[src/design/crd_sqrt.sv]
// Pipelined integer square root of rad * 2^26, one root bit per stage.
`default_nettype none
module crd_sqrt #(
   parameter int unsigned SIDE_W = 42
) (
   input  wire logic              clock,
   input  wire logic              reset,
   input  wire logic              en,
   input  wire logic              in_valid,
   input  wire logic [29:0]       in_rad,
   input  wire logic [SIDE_W-1:0] in_side,
   output logic                   out_valid,
   output logic [27:0]            out_root,
   output logic [SIDE_W-1:0]      out_side
);
   localparam int unsigned K = 28;

   logic              v_ff    [K];
   logic [31:0]       rem_ff  [K];
   logic [27:0]       root_ff [K];
   logic [29:0]       rad_ff  [K];
   logic [SIDE_W-1:0] side_ff [K];

   for (genvar k = 0; k < K; k++) begin : g_stage
      localparam int unsigned P = 2 * (K - 1 - k);
      logic              v_prev;
      logic [31:0]       rem_prev;
      logic [27:0]       root_prev;
      logic [29:0]       rad_prev;
      logic [SIDE_W-1:0] side_prev;
      logic [55:0]       n_full;
      logic [31:0]       rem_sh;
      logic [31:0]       trial;
      logic [31:0]       rem_in;
      logic [27:0]       root_in;

      if (k == 0) begin : g_first
         assign v_prev    = in_valid;
         assign rem_prev  = '0;
         assign root_prev = '0;
         assign rad_prev  = in_rad;
         assign side_prev = in_side;
      end else begin : g_next
         assign v_prev    = v_ff[k-1];
         assign rem_prev  = rem_ff[k-1];
         assign root_prev = root_ff[k-1];
         assign rad_prev  = rad_ff[k-1];
         assign side_prev = side_ff[k-1];
      end

      // bring down the next bit pair and try the new root bit
      always_comb begin
         n_full = {rad_prev, 26'd0};
         rem_sh = {rem_prev[29:0], n_full[P+1 -: 2]};
         trial  = {2'b00, root_prev, 2'b01};
         if (rem_sh >= trial) begin
            rem_in  = rem_sh - trial;
            root_in = {root_prev[26:0], 1'b1};
         end else begin
            rem_in  = rem_sh;
            root_in = {root_prev[26:0], 1'b0};
         end
      end

      always_ff @(posedge clock) begin
         if (reset) begin
            v_ff[k] <= 1'b0;
         end else if (en) begin
            v_ff[k] <= v_prev;
         end
      end

      always_ff @(posedge clock) begin
         if (en) begin
            rem_ff[k]  <= rem_in;
            root_ff[k] <= root_in;
            rad_ff[k]  <= rad_prev;
            side_ff[k] <= side_prev;
         end
      end
   end

   assign out_valid = v_ff[K-1];
   assign out_root  = root_ff[K-1];
   assign out_side  = side_ff[K-1];
endmodule
`default_nettype wire

[config.mk]
export PLATFORM = sky130hd
export DESIGN_NAME = crd_sqrt
export DESIGN_NICKNAME = d
export VERILOG_FILES = /design/src/design/crd_sqrt.sv
export SDC_FILE = /design/constraint.sdc
export NUM_CORES = 2
export LEC_CHECK = 0
export ABC_AREA = 1
export ABC_CLOCK_PERIOD_IN_PS = 2450
export BUFFER_PORTS_ARGS = -buffer_cell sky130_fd_sc_hd__clkbuf_2
export CAP_MARGIN = 0
export CORE_MARGIN = 10
export CORE_UTILIZATION = 55
export CTS_CLUSTER_SIZE = 25
export DETAILED_ROUTE_END_ITERATION = 6
export PLACE_DENSITY = 0.72
export SLEW_MARGIN = 20
export SYNTH_ARGS = -nofsm -noshare
export SYNTH_HDL_FRONTEND = slang
export SYNTH_SLANG_ARGS = --single-unit
[constraint.sdc]
create_clock -name clock -period 2.45 [get_ports clock]
set_input_delay 0.1225 -clock clock [delete_from_list [all_inputs] [get_ports clock]]
set_output_delay 0.1225 -clock clock [all_outputs]
set_load 0.01 [all_outputs]
* Yosys cells after proc, flatten, opt, wreduce, memory -nomap -nowiden
Memories as Yosys holds them, arrays and structs flattened.
Index checks and enable logic that the tools add are counted.
** Storage, ports and cells
- Memory bits (writable) :: 3724
- Output and inout port bits :: 71
- Memories kept :: 5
- Word-level logic and storage cells :: 179
- Input port bits :: 76
- Register bits after elaboration :: 0
** Memories
- side_ff :: words 28, bits a word 42, read ports 28, clocked after memory_dff 0, wr ports 28, RTL line 22 : logic [SIDE_W-1:0] side_ff [K];
- rem_ff :: words 28, bits a word 32, read ports 27, clocked after memory_dff 0, wr ports 28, RTL line 19 : logic [31:0] rem_ff [K];
- rad_ff :: words 28, bits a word 30, read ports 27, clocked after memory_dff 0, wr ports 28, RTL line 21 : logic [29:0] rad_ff [K];
- root_ff :: words 28, bits a word 28, read ports 28, clocked after memory_dff 0, wr ports 28, RTL line 20 : logic [27:0] root_ff [K];
- v_ff :: words 28, bits a word 1, read ports 28, clocked after memory_dff 0, wr ports 28, RTL line 18 : logic v_ff [K];
** Cells by class
- Mux-type cells :: 90
- Magnitude comparators :: 28
- Bitwise logic cells :: 28
- Add/sub/neg operators :: 28
** Operator list (number)
- two-way mux 32 bit :: 28
- greater-or-equal comparator 32 x 30 -> 1 bit :: 27
- subtractor 32 x 30 -> 32 bit :: 27
- two-way mux 1 bit :: 62
- bitwise OR 1 bit :: 28
- subtractor 2 x 1 -> 3 bit (second input constant) :: 1
- greater-or-equal comparator 2 x 1 -> 1 bit (second input constant) :: 1

* Depth between registers and ports, before layout
- Depth in word-level cells :: 4
- Depth in mapped cells :: 17
- Depth with buffers taken out :: 16

* Worst setup path after synthesis
Ideal clock, no wire load.
- Kind :: register to register
- From :: memory rem_ff[16][1] (netlist: rem_ff[1][1])
- To :: memory rem_ff[17][2] (netlist: rem_ff[1][34]), data pin
- Required time :: 2.198 ns
- Path slack :: 0.081 ns
- Arrival :: 2.116 ns
- Stages on the path, launching flop included :: 18
- Path through :: edfxtp_1 > inv_1 > ha_1 > inv_1 > fa_1 > inv_1 > nand3_1 > nand3_1 > nand2_1 > nand2_1 > nand2_1 > nand2_1 > nand2_1 > nand2_1 > inv_2 > buf_2 > nand2_1 > nand2_1
** RTL lines (RTL line)
- start: declaration :: 19

==> run metrics <==
clk_skew=0.0886 ns; Synth cell types=48; Critical path buffers and inverters=3; kind of critical path=flop to flop; die footprint=0.241 sq mm; area post-placement=0.131 sq mm; Worst-Skew Late Latency=0.94 ns; IO Port Bufs=146; hold path startpoint=en; CP max FO=5; fmax=411 MHz; CTS clk-pin slew, worst paths=roughly 0.070 ns; Final GP Congestion=0.964; DR vias/cell=5.28; critical path capture point type=flop; drt drc=0; Die Wd=491 um; die height=491 um; Final nets=13800; via count=86700; Clk network pwr share=35.2%; H-tree depth=5; first drt pass iteration count=6; YS warnings=0; internal power=approximately 86 mW; Finished Cell Area=0.144 sq mm; status=finished, final reports clean; peak supply drop=0.986 mV; post-DR wirelength/cell=19.8 um; leakage=62.1 nW; register area share after synthesis=63.4%; share of layout cells above drive strength 1=roughly an eighth; initial antenna violation count=3; crit path max-delay cell type=edfxtp_1; largest net degree at the start of global routing=roughly 130; CP Launch Type=flop; Gate power share=17.6%; clk buf depth=4; Tmin final=2.43 ns; hold slack=between 0.3 and 0.4 ns; Max Cap Violations=0; Slew Limit Fails=0; HPWL after detailed placement=241000 um; Initial Util=55.4%; CP max stage delay=0.49 ns; num rows=172; switching pwr=33.6 mW; critical-path cell list=inv_1 -> ha_1 -> nand2_1 -> inv_1 -> nand2_1 -> nand2_1 -> nand2_1 -> nand2_1 -> a21oi_2 -> nand2_4 -> buf_12 -> nand3_1 -> nand2_1; sw frac=between 20% and 30%; final core occ=65.3%; Worst EP required=3.08 ns; clk root buf=clkbuf_16; Post-synth EDFFs=2576; CTS buffer count=284; hold-critical path depth=2; Final Hold Fails=0; cell family with most CP delay=simple AND/OR/NAND/NOR gates; Hold Crit Class=input pin to flop; core area=roughly 0.22 sq mm; Tightest Pin Transition=0.684 ns; Seq pwr share=47.2%; slew margin rel.=between 50% and 60%; gr usage total=26.0%; vias in the first global route=85100; total gr overflow=0; CTS tree=done; clk sinks=between 2000 and 3000; Synth-to-Final Area Change=17.8%; r2r worst-path depth=13; Syn Std Cell Area=0.122 sq mm; P per Cell Area=829 mW/mm^2; CP dominant cell by count=nand2_1; Main synth FF type=edfxtp_1; Worst Path Arrival=a little over 3 ns; Top-Level Pins=147; Avg Cell Area, Syn=10.1 sq um; Initial DRC Count=7396; Worst R2R Start=root_ff[1][268]; post-route setup TNS=0 ns; antenna-violating nets left=0; fraction of registers with async set/reset=0%; Syn Inst Count=12100; Routed WL=326000 um; Synth Net Count=12600; Critical R2R Capture=rem_ff[1][342]; endpoints failing setup=0; Yosys reg bits=2576; final worst-path cycle share=99.3%; R2R Setup Slk=0.02 ns; hold endpoint=rad_ff[0][66]; first-pass GRT wire length=490000 um
-- routing by layer --
| metal | vias to the layer above | part of all wire [%] | GRT usage, % | wire length (um) |
|---|---|---|---|---|
| li1 | 42300 | - | - | - |
| met1 | 40900 | 40 | 32.8 | 132000 |
| met2 | 2863 | 50 | 46.5 | 165000 |
| met3 | 738 | 5.0 | 2.89 | 16300 |
| met4 | 2 | 4.1 | 8.93 | 13300 |
| met5 | - | 0.0040 | 0 | 13 |
-- timing repair --
action	4_1_cts	5_1_grt
buffers inserted	8	67
cloned	0	9
gates resized for setup	38	258
endpoints found under the hold margin	536	0
hold buffers	151	0
pin swaps	0	36
endpoints found under the setup margin	133	459
-- cells in the final DEF (no fill, tap or decap), types with 158 or more instances in the layout --
| cell | n |
|---|---|
| nand4_1 | 186 |
| ha_1 | 353 |
| edfxtp_1 | 2576 |
| nor2_1 | 894 |
| clkbuf_16 | 293 |
| xor2_1 | 158 |
| inv_1 | 1984 |
| o21ai_0 | 262 |
| buf_4 | 595 |
| nand3_1 | 694 |
| nand2_1 | 3620 |
| a21oi_1 | 424 |
-- registers in the layout (all words and copies together) (netlist names) --
| signal | count |
|---|---|
| side_ff | 1176 |
| rad_ff | 210 |
| v_ff | 28 |
| root_ff | 393 |
| rem_ff | 769 |
-- logic make-up (layout without fill, tap and decap cells) --
group | Yosys count | in the layout | share of synthesized area, %
xor+xnor | 285 | 285 | 2.04
compound gates | 851 | 851 | 3.66
flops | 2576 | 2576 | 63.4
other cells | 1 | 3 | 0.00307
fa+ha+maj | 423 | 423 | 4.41
buf+inv | 2122 | 3498 | 6.72
simple gates | 5833 | 5833 | 19.8
-- metrics by stage --
step           cells  power (mW)  setup WS, ns
5_1_grt        16400         124       -0.0410
6_report       16400         119        0.0164
4_1_cts        16400         119       0.00181
3_5_place_dp   15700        77.1        -0.194
2_1_floorplan  12100        68.1        0.0814
3_3_place_gp   15700        76.9        -0.135
-- worst max path at each step --
stage / startpoint / end / slack (ns) / depth (start not counted)
CTS: rem_ff[1][129] / rem_ff[1][181] / 0.002 / 15
global route: root_ff[0][259] / rem_ff[0][337] / -0.04 / 13
floorplan: rem_ff[1][1] / rem_ff[1][34] / 0.08 / 17
global placement: rem_ff[1][264] / rem_ff[1][315] / -0.13 / 10
detailed placement: rem_ff[0][448] / rem_ff[0][503] / -0.19 / 12
finish: root_ff[1][268] / rem_ff[1][342] / 0.02 / 13
-- power groups by stage --
stage	clock (mW)	combinational [mW]	sequential [mW]
final	42.0	21.0	56.3
after floorplan	0	12.7	55.4
after global placement	0	19.8	57.1
after global routing	44.4	23.5	56.5
after detailed placement	0	19.9	57.1
after CTS	42.7	20.4	56.3
-- final cells by class --
class	instances	area, sq um
timing repair inverter	3	26.3
multi-input combinational	7393	37600
clock buffer	324	7320
timing repair buffer	979	8410
antenna	2	5.00
sequential	2576	77400
tap	2958	3700
inverter	2027	7650
fill	17200	76300
clock inverter	165	1720
-- Yosys cell counts (all sizes together) (91+ instances only) --
| cell type | count | area (sq um) |
|---|---|---|
| a21oi | 484 | 2520 |
| buf | 91 | 578 |
| edfxtp | 2576 | 77400 |
| ha | 411 | 5140 |
| inv | 2027 | 7610 |
| nand2 | 3676 | 13900 |
| nand3 | 712 | 3590 |
| nand4 | 186 | 1160 |
| nor2 | 935 | 3570 |
| nor3 | 158 | 816 |
| o21ai | 324 | 1620 |
| xnor2 | 125 | 1090 |
| xor2 | 160 | 1400 |
No activity file was read; power rests on OpenSTA's default activity.
