--- src/design/crd_pkg.sv ---
// Shared types and constants of the camera ray direction block.
`default_nettype none
package crd_pkg;

   localparam int unsigned COORD_W   = 12;  // pixel coordinate field width
   localparam int unsigned SIZE_W    = 13;  // image size register width
   localparam int unsigned Q_W       = 16;  // Q1.15 word width
   localparam int unsigned CSR_IDX_W = 3;

   // Register map of the configuration port
   typedef enum logic [CSR_IDX_W-1:0] {
      REG_IMAGE_WIDTH  = 3'd0,
      REG_IMAGE_HEIGHT = 3'd1,
      REG_COS_ROT_X    = 3'd2,
      REG_SIN_ROT_X    = 3'd3,
      REG_COS_ROT_Y    = 3'd4,
      REG_SIN_ROT_Y    = 3'd5,
      REG_COS_ROT_Z    = 3'd6,
      REG_SIN_ROT_Z    = 3'd7
   } reg_index_type;

   // Cosine and sine of one rotation angle, Q1.15
   typedef struct packed {
      logic signed [Q_W-1:0] cos_v;
      logic signed [Q_W-1:0] sin_v;
   } coef_type;

endpackage
`default_nettype wire

--- src/design/crd_rot.sv ---
// One plane rotation in two stages: products, then sum with rounding and saturation.
`default_nettype none
module crd_rot (
   input  wire logic                           clock,
   input  wire logic                           reset,
   input  wire logic                           en,
   input  wire logic                           in_valid,
   input  wire logic signed [crd_pkg::Q_W-1:0] in_a,
   input  wire logic signed [crd_pkg::Q_W-1:0] in_b,
   input  wire logic signed [crd_pkg::Q_W-1:0] in_p,
   input  wire crd_pkg::coef_type              coef,
   output logic                                out_valid,
   output logic signed [crd_pkg::Q_W-1:0]      out_a,
   output logic signed [crd_pkg::Q_W-1:0]      out_b,
   output logic signed [crd_pkg::Q_W-1:0]      out_p
);
   logic                            v1_ff, v2_ff;
   logic signed [31:0]              ac_ff, bs_ff, as_ff, bc_ff;
   logic signed [crd_pkg::Q_W-1:0]  p1_ff;
   logic signed [crd_pkg::Q_W-1:0]  a2_ff, b2_ff, p2_ff;
   logic signed [crd_pkg::Q_W-1:0]  a2_in, b2_in;

   // round half up by 2^15 and clamp to Q1.15
   function automatic logic signed [15:0] round_sat(input logic signed [32:0] s);
      logic signed [33:0] t;
      logic signed [33:0] sh;
      t  = 34'(s) + 34'sd16384;
      sh = t >>> 15;
      if (sh > 34'sd32767) begin
         return 16'sh7fff;
      end else if (sh < -34'sd32768) begin
         return 16'sh8000;
      end else begin
         return sh[15:0];
      end
   endfunction

   always_comb begin
      a2_in = round_sat(33'(ac_ff) - 33'(bs_ff));
      b2_in = round_sat(33'(as_ff) + 33'(bc_ff));
   end

   always_ff @(posedge clock) begin
      if (reset) begin
         v1_ff <= 1'b0;
         v2_ff <= 1'b0;
      end else if (en) begin
         v1_ff <= in_valid;
         v2_ff <= v1_ff;
      end
   end

   // register the four products, then the combined pair
   always_ff @(posedge clock) begin
      if (en) begin
         ac_ff <= 32'(in_a) * 32'(coef.cos_v);
         bs_ff <= 32'(in_b) * 32'(coef.sin_v);
         as_ff <= 32'(in_a) * 32'(coef.sin_v);
         bc_ff <= 32'(in_b) * 32'(coef.cos_v);
         p1_ff <= in_p;
         a2_ff <= a2_in;
         b2_ff <= b2_in;
         p2_ff <= p1_ff;
      end
   end

   assign out_valid = v2_ff;
   assign out_a     = a2_ff;
   assign out_b     = b2_ff;
   assign out_p     = p2_ff;
endmodule
`default_nettype wire

--- config.mk ---
export PLATFORM = sky130hd
export DESIGN_NAME = crd_rot
export DESIGN_NICKNAME = d
export VERILOG_FILES = /design/src/design/crd_pkg.sv /design/src/design/crd_rot.sv
export SDC_FILE = /design/constraint.sdc
export NUM_CORES = 2
export LEC_CHECK = 0
export ABC_CLOCK_PERIOD_IN_PS = 11310
export BUFFER_PORTS_ARGS = -buffer_cell sky130_fd_sc_hd__buf_2
export CAP_MARGIN = 20
export CORE_UTILIZATION = 49
export CTS_CLUSTER_DIAMETER = 60
export CTS_CLUSTER_SIZE = 30
export DETAILED_ROUTE_END_ITERATION = 10
export PLACE_DENSITY = 0.65
export SLEW_MARGIN = 10
export SYNTH_ARGS = -nofsm -noshare
export SYNTH_HDL_FRONTEND = slang
export SYNTH_SLANG_ARGS = --single-unit
--- constraint.sdc ---
create_clock -name clock -period 11.31 [get_ports clock]
set_input_delay 0.5655 -clock clock [delete_from_list [all_inputs] [get_ports clock]]
set_output_delay 0.5655 -clock clock [all_outputs]
set_load 0.02 [all_outputs]
# == Word level (Yosys, flattened, before mapping) ==
# Index checks and enable logic that the tools add are counted.
# op_classes
addsub,4
n_mul,4
n_lt_le_gt_ge,4
n_mux,2
# op_table
operator,n
$mul A16 B16 Y32,4
$add A33 B16 Y34 const B,2
$gt A19 B16 Y1 const B,2
$lt A19 B16 Y1 const B,2
$add A32 B32 Y33,1
$sub A32 B32 Y33,1
$mux W16,2
# word_totals
reg_bits,194
output_inout_bits,49
elab_cells,24

# == Logic depth before layout (Yosys ltp) ==
# logic_depth
ltp_word,4
mapped_depth,25
mapped_depth_nobuf,24

# == Worst setup path before layout ==
# Ideal clock, no wire load.
# synth_path
path_type,input -> register
startpoint,input in_b[7] in the netlist's numbering
endpoint,register bs_ff[25] (data pin)
setup_ps,258
arrival_ps,6120
t_required_ps,11052
slack_ps,4932
cell_stages,24
path_cell_list,clkbuf_1 nand2_1 fa_1 inv_1 fa_1 inv_1 fa_1 inv_1 fa_1 fa_1 inv_1 fa_1 inv_1 ha_1 a21o_1 nor3_1 o21ai_0 a31o_2 a41oi_2 o21bai_1 a221o_1 a21o_1 a21oi_2 xnor2_1
# synth_via
elab_chain_len,1
# synth_lines
item,line_no,source
"start, declared",crd_rot.sv:9,"input wire logic signed [crd_pkg::Q_W-1:0] in_b,"
$mul A16 B16 Y32,crd_rot.sv:57,bs_ff <= 32'(in_b) * 32'(coef.sin_v);
"end signal, assigned",crd_rot.sv:57,
"end, declared",crd_rot.sv:18,"logic signed [31:0] ac_ff, bs_ff, as_ff, bc_ff;"
# No other way between the ends.
# A chain may end at the register's enable or synchronous reset.

# == Worst setup path after layout ==
# layout_path
startpoint,input coef[31] in the netlist's numbering
endpoint,register ac_ff[30] (data pin)
# layout_via
elab_chain_len,1
# layout_lines
item,line_no,source
"start, declared",crd_rot.sv:11,"input wire crd_pkg::coef_type coef,"
$mul A16 B16 Y32,crd_rot.sv:56,ac_ff <= 32'(in_a) * 32'(coef.cos_v);
"end signal, assigned",crd_rot.sv:56,
"end, declared",crd_rot.sv:18,
# No other way between the ends.

==> results by group <==
Route
  • Vias: 33.1k
  • First drt pass iteration count: 5
  • DRT antenna net count: 0
  • DRC Markers: 0
  • WL final: 111000 microns
  • Drt initial violations: 2016
  • Drt via density: 5.27
  • Drt wl/cell: 17.7 microns

Finish
  • Area grow syn2layout: 4.67%
  • Final Instance Count excl. Fillers: 6274
  • Final Cell Area: 50900 sq um
  • Share of cells above drive strength 1: 4.23%
  • Fin nets: 6556

GRT
  • Met2 Usage GRT: 39.8%
  • Met1 usage: 32.4%
  • M3 GR Usage: 2.61%
  • First-pass GRT wire length: 185000 microns
  • Initial antenna violation count: 7
  • GRT Total Usage: 23.7%
  • Total gr overflow: 0
  • Largest net degree at the start of global routing: 73
  • Busiest grt layer: met2
  • Vias in the first global route: 35.2k

Placement
  • Placed insts: 6238
  • Placed cell areas: 50300 sq um
  • Input/output buffers: 132
  • Post-DP HPWL: 87200 microns
  • Routability cong.: 0.875

Floorplanning
  • Die Span Y: 317 microns
  • Initial Util: 49.5%
  • Rows: 115
  • DIE AREA: 101000 sq um
  • Core area: 98400 sq um
  • Die W: 317 microns
  • I/O pin cnt: 133

CTS
  • CTS tree: built
  • Postcts setup bufs: 0
  • Worst skew pair latency: 0.50 ns
  • CTS Hold Buffers Added: 0
  • Root buf cell: clkbuf_16
  • Clock sinks: 194
  • Clk slew on worst S/H paths: 0.09 ns
  • Clock Path Buffers: 2
  • Cts bufs inserted: 17
  • Post-CTS sizing: 0
  • H-tree levels: 4

Timing
  • Worst-Margin Slew: 0.952 ns
  • Count of pins over their slew limit: 0
  • Clock Skews: 0.0164 ns
  • Hold Fails Final Rpt: 0
  • Final Setup Violations: 0
  • Period Utilization, post-route: 63.2%
  • Setup_tns: 0 ns
  • Max_slew headroom: 36.4%
  • RSZ-0062 raised after global routing: false
  • Minimum clock period: 7.15 ns
  • Max Freq: 140 MHz

Job
  • Max-cap viol count: 0

Logic synthesis
  • Top cell type's share of synthesized area: 43.1%
  • Syn Area/Cell: 9.73 sq um
  • Synth cell count leaders: inv_1 (1191), fa_1 (1048), and2_1 (510), nand2_1 (509), ha_1 (452)
  • Top-count cell post-synth: inv_1
  • Number of synthesized register bits: 194
  • Syn nets: 6587
  • EDFF count, synth: 192
  • Yosys warns: 0
  • Area leader, netlist: fa_1
  • Post-synthesis cell area: 48700 sq um
  • Main synth FF type: edfxtp_1
  • Cell variety after synth: 81
  • Post-Syn Instances: 5003
  • Async SR Flop Fraction: 0%
  • Register area share after synthesis: 11.9%
  • Dominant cells by area after synthesis: fa_1 (43%), edfxtp_1 (12%), ha_1 (12%)

Setup path
  • Worst reg2reg path startpoint: as_ff[6]
  • Crit-path max cell delay: 0.65 ns
  • Critical path's slowest cell: o311ai_0
  • CP Class: input pin to flip-flop
  • Crit. Startpoint: coef[31]
  • Max FO, Critical Path: 15
  • CP Capture Type: flip-flop
  • Most frequent cell on the critical path: fa_1
  • Worst Setup Start Kind: input pin
  • Arrival @ worst endpoint: 7.36 ns
  • Crit path cell chain: buf_2 > clkinv_1 > buf_4 > nor2_1 > fa_1 > fa_1 > fa_1 > fa_1 > fa_1 > inv_1 > fa_1 > inv_1 > ha_1 > a21o_1 > a21oi_1 > o21bai_1 > a21o_1 > a21oi_1 > o21ai_0 > a31oi_1 > o21ai_0 > o311ai_0
  • Flop2flop setup slack: 7.22 ns
  • Required time worst endpoint: 11.52 ns

Run status
  • Outcome: completed

Min path
  • Worst min-delay path startpoint: reset
  • Worst hold path class: input pin to flip-flop
## registers in the layout, indices dropped and copies added (netlist names)
| name | cells |
|---|---|
| bs_ff | 32 |
| bc_ff | 32 |
| ac_ff | 32 |
| p1_ff | 16 |
| as_ff | 32 |
| out_p | 16 |
| out_b | 16 |
| out_a | 16 |
| v1_ff | 1 |
| out_valid | 1 |
## cells in the final DEF (no fill, tap or decap), drive strengths merged, types with 5 or more instances in the layout
master and n:
clkinv 7, xnor2 124, a2111oi 7, a21boi 5
nand3 31, o31ai 5, a21oi 127, inv 1197
nand2 509, clkbuf 18, a211oi 9, a31o 8
a21o 101, o2111ai 5, nand2b 31, o21a 21
nand4 11, or2 5, buf 150, nor3 26
o21ai 81, a211o 5, o21bai 17, nor2 126
and2 511, a31oi 19, nor4 5, ha 452
xor2 40, nor2b 17, edfxtp 192, and3 17
fa 1048
## final cells by class
cell class,instances,area [sq um]
antenna,2,5.00
clock buffer,17,425
clock inverter,15,185
fill,9083,47500
inverter,1192,4470
multi-input combinational,3416,37600
sequential,194,5810
tap,1287,1610
timing repair buffer,151,812
## critical path: cells and delay by family
family / cells / cell delay, ns
AOI/OAI and AO/OA: 9 / 2.06
adders and majority gates: 7 / 3.13
buffers and inverters: 5 / 1.41
and+or+nand+nor: 1 / 0.15
## metal layers
| metal | vias to the layer above | routed length, microns |
|---|---|---|
| met2 | 783 | 54300 |
| met4 | 10 | 2960 |
| met1 | 17100 | 48400 |
| met5 | - | 70 |
| met3 | 146 | 5410 |
| li1 | 15000 | - |
## per-stage QoR
stage	utilization, %	setup slack (ns)	hold WS, ns
after floorplan	-	4.93	0.400
after global placement	51.1	3.76	0.401
after detailed placement	51.1	3.66	0.405
after CTS	51.7	4.19	0.185
after global routing	51.8	3.82	0.212
final	51.8	4.16	0.236
## worst paths after layout
check         endpoint  depth (start not counted)
min reg2reg   out_p[5]                          0
min          out_valid                          2
max reg2reg   out_b[4]                         11
max          ac_ff[30]                         22
## logic make-up after synthesis
family,after synthesis,share of synthesized area (%)
buffers and inverters,1393,10.8
flip-flops,194,11.9
multiplexers,4,0.0823
XOR/XNOR,164,2.95
AND/OR/NAND/NOR,1300,13.3
AO/OA/AOI/OAI,448,6.20
adder cells (fa/ha/maj),1500,54.7
Power is left out: the tool's default activity adds up to more than one toggle a clock period on the data nets, which glitch-free logic cannot reach.
